$ cat config.mk
export PLATFORM = sky130hd
export DESIGN_NAME = lpast_hash
export DESIGN_NICKNAME = d
export VERILOG_FILES = /design/src/hdl/lpast_pkg.sv /design/src/hdl/lpast_hash.sv
export SDC_FILE = /design/constraint.sdc
export NUM_CORES = 1
export LEC_CHECK = 0
export BUFFER_PORTS_ARGS = -buffer_cell sky130_fd_sc_hd__buf_2
export CAP_MARGIN = 30
export CELL_PAD_IN_SITES_DETAIL_PLACEMENT = 1
export CELL_PAD_IN_SITES_GLOBAL_PLACEMENT = 2
export CORE_ASPECT_RATIO = 1.75
export CORE_UTILIZATION = 25
export CTS_CLUSTER_SIZE = 28
export DETAILED_ROUTE_END_ITERATION = 16
export GPL_TIMING_DRIVEN = 0
export HOLD_SLACK_MARGIN = 0.12
export PLACE_DENSITY = 0.81
export REMOVE_ABC_BUFFERS = 1
export SLEW_MARGIN = 40
export SYNTH_ARGS = -nofsm -noshare
export SYNTH_HDL_FRONTEND = slang
export SYNTH_SLANG_ARGS = --single-unit
$ cat constraint.sdc
create_clock -name clock -period 3.2 [get_ports clock]
set_clock_uncertainty 0.15 [all_clocks]
set_input_delay 0.48 -clock clock [delete_from_list [all_inputs] [get_ports clock]]
set_output_delay 0.48 -clock clock [all_outputs]
set_load 0.01 [all_outputs]
$ cat src/hdl/lpast_pkg.sv
// lpast_pkg: shared types and codes for the linear probe address/size table
// holds command and status codes, hash constants and fixed port widths
// no dependencies
`timescale 1ns / 1ps

package lpast_pkg;

   // fixed widths of the transaction fields
   localparam int CMD_W    = 2;
   localparam int STATUS_W = 2;
   localparam int FOUND_W  = 32;
   localparam int OCC_W    = 12;
   localparam int HASH_W   = 32;

   typedef logic [CMD_W-1:0]    cmd_type;
   typedef logic [STATUS_W-1:0] status_type;
   typedef logic [FOUND_W-1:0]  found_type;
   typedef logic [OCC_W-1:0]    occ_type;

   // command codes
   localparam cmd_type CMD_INSERT = 2'd0;
   localparam cmd_type CMD_REMOVE = 2'd1;
   localparam cmd_type CMD_SEARCH = 2'd2;
   localparam cmd_type CMD_UNDEF  = 2'd3;

   // status codes
   localparam status_type STATUS_OK   = 2'd0;
   localparam status_type STATUS_DUP  = 2'd1;
   localparam status_type STATUS_MISS = 2'd2;
   localparam status_type STATUS_FULL = 2'd3;

   // home slot offset: multiplier times seed, added with wrap
   localparam int HASH_MUL  = 37;
   localparam int HASH_SEED = 10;
   localparam logic [HASH_W-1:0] HASH_OFFSET = HASH_W'(HASH_MUL * HASH_SEED);

endpackage

$ cat src/hdl/lpast_hash.sv
// lpast_hash: home slot unit, offset, magnitude and reduction modulo the capacity
// a power-of-two capacity reduces by mask, others by reciprocal multiply
// depends on lpast_pkg
`timescale 1ns / 1ps

module lpast_hash #(
   parameter int CAPACITY = 2048
) (
   input  logic                              clock,
   input  logic                              reset,
   input  logic                              start,
   input  logic [lpast_pkg::HASH_W-1:0]      key_low,
   output logic                              done,
   output logic [$clog2(CAPACITY)-1:0]       home
);
   import lpast_pkg::*;

   localparam int  IDX_W    = $clog2(CAPACITY);
   localparam bit  IS_POW2  = (CAPACITY & (CAPACITY - 1)) == 0;

   logic [HASH_W-1:0] sum;
   logic [HASH_W-1:0] mag;

   // offset with wrap, then unsigned magnitude of the signed sum
   assign sum = key_low + HASH_OFFSET;
   assign mag = sum[HASH_W-1] ? (HASH_W'(0) - sum) : sum;

   generate
      if (IS_POW2) begin : g_mask
         logic              done_ff;
         logic [IDX_W-1:0]  home_ff;

         // reduction is a mask of the low bits
         always_ff @(posedge clock) begin
            if (reset) begin
               done_ff <= 1'b0;
            end else begin
               done_ff <= start;
            end
            if (start) begin
               home_ff <= mag[IDX_W-1:0];
            end
         end

         assign done = done_ff;
         assign home = home_ff;
      end else begin : g_recip
         localparam logic [IDX_W:0]    CAP_EXT = (IDX_W+1)'(CAPACITY);
         localparam logic [HASH_W-1:0] RECIP   = HASH_W'((64'd1 << HASH_W) / CAPACITY);

         logic                stage1_ff;
         logic                stage2_ff;
         logic                done_ff;
         logic [HASH_W-1:0]   mag_ff;
         logic [HASH_W-1:0]   quot_ff;
         logic [IDX_W-1:0]    home_ff;
         logic [2*HASH_W-1:0] prod;
         logic [IDX_W:0]      quot_cap;
         logic [IDX_W:0]      rem_est;

         // quotient estimate from the truncated reciprocal, low by at most one
         assign prod     = (2*HASH_W)'(mag_ff) * (2*HASH_W)'(RECIP);
         // remainder estimate stays below twice the capacity, so low bits suffice
         assign quot_cap = quot_ff[IDX_W:0] * CAP_EXT;
         assign rem_est  = mag_ff[IDX_W:0] - quot_cap;

         // three stages: capture, multiply, correct
         always_ff @(posedge clock) begin
            if (reset) begin
               stage1_ff <= 1'b0;
               stage2_ff <= 1'b0;
               done_ff   <= 1'b0;
            end else begin
               stage1_ff <= start;
               stage2_ff <= stage1_ff;
               done_ff   <= stage2_ff;
            end
            if (start) begin
               mag_ff <= mag;
            end
            quot_ff <= prod[2*HASH_W-1:HASH_W];
            home_ff <= (rem_est >= CAP_EXT) ? IDX_W'(rem_est - CAP_EXT) : rem_est[IDX_W-1:0];
         end

         assign done = done_ff;
         assign home = home_ff;
      end
   endgenerate

endmodule

# After elaboration in Yosys (flattened, before gate mapping)
# Index checks and enable logic that the tools add are counted.
dict set report classes {
  add_sub_neg 2
  n_mux 1
}
# cell count
set ops {}
lappend ops {{32-bit by 9-bit adder with 32-bit output, second input constant} 1}
lappend ops {{11-bit two-way mux} 1}
lappend ops {{1-bit by 11-bit subtractor with 11-bit output, first input constant} 1}
dict set report totals {
  word_cells 5
  out_inout_bits 12
  in_bits 35
  register_bits 12
}

# Logic depth before layout (Yosys ltp)
# Gate-level depths: netlist (run 1).
dict set report logic_depth {
  word_depth 3
  depth_mapped 8
  mapped_depth_nobuf 7
}

# Worst setup path after synthesis (run 1)
# OpenSTA, ideal clock, no wires.
dict set report synth_path {
  kind {input to register}
  start {input key_low[1] in the netlist's numbering}
  end {register g_mask.home_ff[5] (netlist: home[5]) (data pin)}
  path_buffers 1
  setup_time_ps 259
  t_arrival_ps 2134
  t_required_ps 2791
  cell_stages 8
  setup_slack_ps 657
  cell_sequence {ha_1 a2111oi_4 o21ai_0 and4_1 or2_1 buf_2 o211ai_1 xnor2_1}
}
dict set report synth_between {
  elab_chain_len 3
}
# item line_no
set synth_rtl {}
lappend synth_rtl {{start: declaration} lpast_hash.sv:12} ;# input logic [lpast_pkg::HASH_W-1:0] key_low,
lappend synth_rtl {{32-bit by 9-bit adder with 32-bit output (*)} lpast_hash.sv:25} ;# assign sum = key_low + HASH_OFFSET;
lappend synth_rtl {{1-bit by 11-bit subtractor with 11-bit output} lpast_hash.sv:26} ;# assign mag = sum[HASH_W-1] ? (HASH_W'(0) - sum) : sum;
lappend synth_rtl {{11-bit two-way mux (*)} lpast_hash.sv:26}
lappend synth_rtl {{named net mag[5]} lpast_hash.sv:22} ;# logic [HASH_W-1:0] mag;
lappend synth_rtl {{end signal: assignment} lpast_hash.sv:41} ;# home_ff <= mag[IDX_W-1:0];
lappend synth_rtl {{end: declaration} lpast_hash.sv:31} ;# logic [IDX_W-1:0] home_ff;
# Mark *: on every way through the listed nets, which the timed path passes. The rest lies on a longest branch.
# A chain may end at the register's enable or synchronous reset.

# Final worst setup path (run 1)
dict set report layout_path {
  start {input key_low[1] in the netlist's numbering}
  end {register g_mask.home_ff[6] (netlist: home[6]) (data pin)}
}
# Same word-level chain as after synthesis.

==> results.yml, run 1 <==
placed_design:
  port_buffers: 46
  dp_hpwl_um: 1860
  place.gp.congestion: 0.701
  place_inst: 173
  dp_slack_ns: 0.237
pwr:
  clock_power_share_pct: 33.5
  p_per_area_mw_per_mm2: 399
  p_comb_share_pct: 25.3
  p_sw_uw: 123
  seq_power_share_pct: 41.3
  ir_drop_v: 0.000125
  p_leak_nw: 0.499
  p_int_uw: 360
  switching_share_pct: 25.5
global_routing:
  grt_pass1_wl_um: 3600
  grt_use_total_pct: 13.0
  grt_max_degree: 13
  grt_pass1_vias: 909
  antenna_found_initial: 0
  overflow: 0
timing:
  period_share_pct: 84.5
  clock.fmax_mhz: 370
  slew_headroom_pct: 66.9
  setup_viol: 0
  hold_viol_final: 0
  rsz0062_at_grt: "no"
  tightestPinTransition_ns: 0.492
  tns_ns: 0
  drv_slew: 0
  layout_setup_ws_ns: 0.495
  min_period_ns: 2.71
cts:
  cts_root_buf: "clkbuf_8"
  htreeDepth: 1
  cts_tree: "done"
  cts_setup_buffers: 0
  ctsResizeCount: 0
  cts-buffers-inserted: 3
  cts_sinks: 12
  clk_pin_slew_ns: 0.05
  ctsHoldBuffers: 0
  clockBufferDepth: 2
finish:
  area_growth_pct: 37.7
  layoutNonFillerInstCount: 177
  multi_input_area_um2: 503
  drive_gt1_share_pct: 43.2
  n_antenna_cell: 0
  fillCellCount: 423
  final_net_count: 171
  seq_area_um2: 350
logic_synthesis:
  ys.flop_type: "edfxtp_1"
  syn_avg_cell_area_um2: 10.5
  synth_top_area_share_pct: 37.6
  ys_top_cells_by_area: "edfxtp_1 (38%), xnor2_1 (11%), ha_1 (4.3%)"
  synth_cell_types: 35
  synthArstFlopShare_pct: 0
  ys_seq_elements: 12
  synth_top_area_cell: "edfxtp_1"
  ys_top_cells_by_count: "edfxtp_1 (11), xnor2_1 (11), nor2_1 (7), nand2_1 (5), nand4_1 (5)"
  ys_warn_count: 0
  synth_area_um2: 878
  synth-edff-count: 11
  yosysSeqAreaShare_pct: 39.9
  syn_inst: 84
worst_setup_path:
  path_class: "in2reg"
  crit_path_max_fanout: 9
  cp-start-kind: "primary input"
  critical_path_arrival_ns: 2.54
  cp.required_ns: 3.04
  cp-end-kind: "register"
routing:
  viasPerCell: 4.69
  first_pass_iters: 4
  wl_um: 2080
  first_iter_violations: 6
  via_count: 831
  drtAntennaViolNets: 0
  wl_per_cell_um: 11.8
  drc: 0
die:
  fp-row-count: 28
  die_h_um: 80.4
  core_mm2: 0.00336
  dieArea_mm2: 0.00376
  die_w_um: 46.8
  ioPinCount: 47
  initial_core_util_pct: 26.1
flow_run:
  cap_viol_max_count: 0
run_status:
  status: "complete, no violations"
min_path:
  hp-class: "in2reg"
[cells by family (layout without fill, tap and decap cells)]
| logic type | Yosys count | after routing | share of synthesized area, % |
|---|---|---|---|
| AND/OR/NAND/NOR | 32 | 32 | 20.9 |
| buffers and inverters | 6 | 54 | 2.85 |
| XOR/XNOR | 15 | 15 | 15.0 |
| adder cells (fa/ha/maj) | 3 | 3 | 4.27 |
| flip-flops | 12 | 12 | 39.9 |
| AO/OA/AOI/OAI | 16 | 16 | 17.1 |
[critical path: stages]
cell and delay [ns]:
buf_2 0.13, ha_1 0.29, a2111oi_4 0.41, o21ai_0 0.23, a31oi_1 0.27, or2_1 0.38
o21ai_0 0.19, xnor2_1 0.16
[power by group through the flow]
stage / sequential, mW / combinational, mW / clock, mW
floorplan: 0.214 / 0.0537 / 0
global placement: 0.201 / 0.118 / 0
detailed placement: 0.203 / 0.124 / 0
CTS: 0.200 / 0.124 / 0.165
global route: 0.202 / 0.137 / 0.170
finish: 0.199 / 0.122 / 0.162
[layout by cell type (no fill, tap or decap)]
cell and count:
dfxtp_1 1, o41ai_2 1, or4_4 1, ha_1 3, o31ai_4 1, nand3_1 2, nor2_1 7, and3_2 1
o211ai_1 1, nand2_1 5, a21boi_0 1, nand4_1 5, nor3_1 1, a21oi_1 1, and2_1 1, or2_0 1
o21ai_0 3, a31oi_1 2, and4_1 1, nand3b_1 1, o22ai_1 1, o31ai_1 3, buf_2 46, nor2b_1 2
edfxtp_1 11, a2111oi_4 1, xnor2_1 11, o41ai_1 1, xor2_1 4, clkbuf_8 4, inv_1 4, nor3b_2 1
nor4_1 1, and2_2 1, or2_1 1
[state kept, by name (all words and copies together), names as in the netlist]
signal	flops
done	1
home	11
[metrics by stage]
step / utilization (%) / hold slack, ns / instance area, um^2 / power, mW
finish: 36.0 / 0.252 / 1210 / 0.483
CTS: 36.0 / 0.252 / 1210 / 0.489
floorplan: - / 0.402 / 868 / 0.268
global route: 36.0 / 0.253 / 1210 / 0.509
global placement: 34.3 / 0.488 / 1150 / 0.320
detailed placement: 34.3 / 0.507 / 1150 / 0.326
[routing by layer]
layer | vias to the layer above | routed length, um | track usage [%]
met5 | - | 0 | 0
met2 | 40 | 1220 | 26.7
li1 | 407 | - | -
met4 | 0 | 42 | 6.00
met1 | 379 | 679 | 10.8
met3 | 5 | 136 | 1.57
[final timing paths]
check	from	to	slack [ns]	cells after the start
worst max-delay path	key_low[1]	home[6]$_DFFE_PP_	0.49	8
worst min-delay path	reset	done$_SDFF_PP0_	0.25	2
[final cells by class]
cell class                      count  share of cell area [%]
Tap cell                           45                    4.65
Inverter                            4                    1.24
Multi-Input combinational cell     66                    41.6
Timing Repair Buffer               46                    19.0
Sequential cell                    12                    29.0
Clock buffer                        4                    4.55
(Power assumes the default switching activity.)
==> inputs of run 2 (changes only) <==
ABC_AREA = 1   (was not set)
PLACE_DENSITY = 0.82   (was 0.81)
clock period = 2.5 ns   (was 3.2 ns; I/O delays follow)
==> results.yml, run 2 <==
logic_synthesis:
  ys_top_cells_by_area: "edfxtp_1 (32%), nand2_1 (15%), inv_1 (6.8%)"
  synthArstFlopShare_pct: 0
  synth_cell_types: 22
  ys_warn_count: 0
  ys.flop_type: "edfxtp_1"
  yosysMostFrequentCell: "nand2_1"
  ys_seq_elements: 12
  syn_inst: 135
  ys_top_cells_by_count: "nand2_1 (42), inv_1 (19), edfxtp_1 (11), nand2_2 (10)"
  synth_top_area_cell: "edfxtp_1"
  yosysSeqAreaShare_pct: 33.5
  synth_area_mm2: 0.00105
  synth_top_area_share_pct: 31.5
  syn_avg_cell_area_um2: 7.76
  synth-edff-count: 11
worst_setup_path:
  cp.required_ns: 2.35
  path_class: "in2reg"
  critical_path_arrival_ns: 1.73
  cp-endpoint: "home[9]$_DFFE_PP_"
  cp-end-kind: "register"
  cp-start-kind: "primary input"
  startpoint: "key_low[1]"
  crit_path_max_fanout: 19
global_routing:
  overflow: 0
  antenna_found_initial: 0
  top_usage_layer: "met2"
  grt_pass1_wl_um: 4150
  grt_max_degree: 20
  met2_usage_pct: 25.5
  grtUsageMet1_pct: 10.4
  grt_use_total_pct: 12.0
  met3_usage_pct: 1.22
  grt_pass1_vias: 1059
cts:
  ctsResizeCount: 0
  cts_root_buf: "clkbuf_8"
  ctsHoldBuffers: 0
  cts_tree: "done"
  clockBufferDepth: 2
  clk_pin_slew_ns: 0.05
  cts-buffers-inserted: 3
  cts_setup_buffers: 0
  htreeDepth: 1
  cts_sinks: 12
finish:
  drive_gt1_share_pct: 42.9
  area_growth_pct: 31.1
  largest_reg_flops: 11
  n_antenna_cell: 0
  final_common_cell: "buf_2"
  final_net_count: 223
  final_cell_mix: "buf_2 (46), nand2_1 (42), inv_1 (19)"
  fillCellCount: 519
timing:
  slew_headroom_pct: 83.4
  period_share_pct: 75.2
  hold_viol_final: 0
  tns_ns: 0
  tightestPinTransition_ns: 0.250
  min_period_ns: 1.88
  rsz0062_at_grt: "no"
  setup_viol: 0
  drv_slew: 0
  clock.fmax_mhz: 532
die:
  core_mm2: 0.00394
  ioPinCount: 47
  dieArea_mm2: 0.00446
  fp-row-count: 30
  die_h_um: 87.6
  die_w_um: 50.9
  initial_core_util_pct: 26.6
min_path:
  hp-class: "in2reg"
run_status:
  status: "complete, no violations"
routing:
  first_pass_iters: 4
  via_count: 1033
  wl_um: 2390
  viasPerCell: 4.45
  first_iter_violations: 4
  drc: 0
  drtAntennaViolNets: 0
  wl_per_cell_um: 10.3
pwr:
  p_leak_nw: 0.706
  fin_total_pwr_uw: 619
  ir_drop_v: 0.000226
  p_per_area_mw_per_mm2: 451
placed_design:
  place.gp.congestion: 0.694
  dp_hpwl_um: 2140
  port_buffers: 46
flow_run:
  cap_viol_max_count: 0
## run 2: cell types whose count changed in the layout (fill, tap and decap cells not counted), moves of 3 or more
cell / before / now
nand2_1: 5 / 42
inv_1: 4 / 19
nand2_2: 0 / 10
xnor2_1: 11 / 4
nand3_1: 2 / 8
o21ai_2: 0 / 6
nand3_2: 0 / 4
nor2_2: 0 / 3
o31ai_1: 3 / 0
## run 2: metal layers
metal  wire length (um)  part of all wire, %  vias up
li1                   -                    -      527
met1                877                   37      466
met2               1370                   57       38
met3                111                  4.7        2
met4                 29                  1.2        0
met5                  0                    0        -
## run 2: cell families after synthesis
logic type	Yosys count	share of synthesized area, %
xor+xnor	6	5.02
buf+inv	20	8.72
compound gates	8	6.21
flops	12	33.5
fa+ha+maj	3	3.58
simple gates	86	43.0
## run 2: cell type report
cell class	instances	area (um^2)	share of cell area (%)
Timing Repair Buffer	46	230	16.8
Inverter	19	71.3	5.20
Tap cell	48	60.1	4.38
Multi-Input combinational cell	103	606	44.1
Sequential cell	12	350	25.5
Clock buffer	4	55.1	4.01
## run 2: worst min-delay path by stage
stage,to,depth (start not counted),slack (ns),from
after global routing,done$_SDFF_PP0_,2,0.14,reset
after detailed placement,done$_SDFF_PP0_,2,0.39,reset
after floorplan,done$_SDFF_PP0_,1,0.30,reset
final,done$_SDFF_PP0_,2,0.14,reset
after global placement,done$_SDFF_PP0_,2,0.38,reset
after CTS,done$_SDFF_PP0_,2,0.13,reset
## run 2: power breakdown
group | internal (mW) | total [mW] | switching (mW)
Sequential | 0.244 | 0.248 | 0.00385
Combinational | 0.0701 | 0.168 | 0.0975
Clock | 0.139 | 0.204 | 0.0652
## run 2: through the flow
step | utilization [%] | worst slack, ns | std cells | cell area [um^2] | hold slack (ns)
floorplan | - | 0.676 | 134 | 1030 | 0.296
global placement | 33.4 | 0.411 | 228 | 1320 | 0.383
detailed placement | 33.4 | 0.349 | 228 | 1320 | 0.386
CTS | 34.8 | 0.599 | 232 | 1370 | 0.135
global route | 34.8 | 0.498 | 232 | 1370 | 0.143
finish | 34.8 | 0.619 | 232 | 1370 | 0.140
## run 2: worst max-delay path, stage by stage
cell and delay, ns:
buf_2 0.15, ha_1 0.24, nand2_2 0.12, nand3_2 0.09
nand2_2 0.11, nand2_4 0.06, nand3_1 0.08, nand2_2 0.07
nand2_4 0.20, nand3_1 0.11, nand2_1 0.08, inv_1 0.04
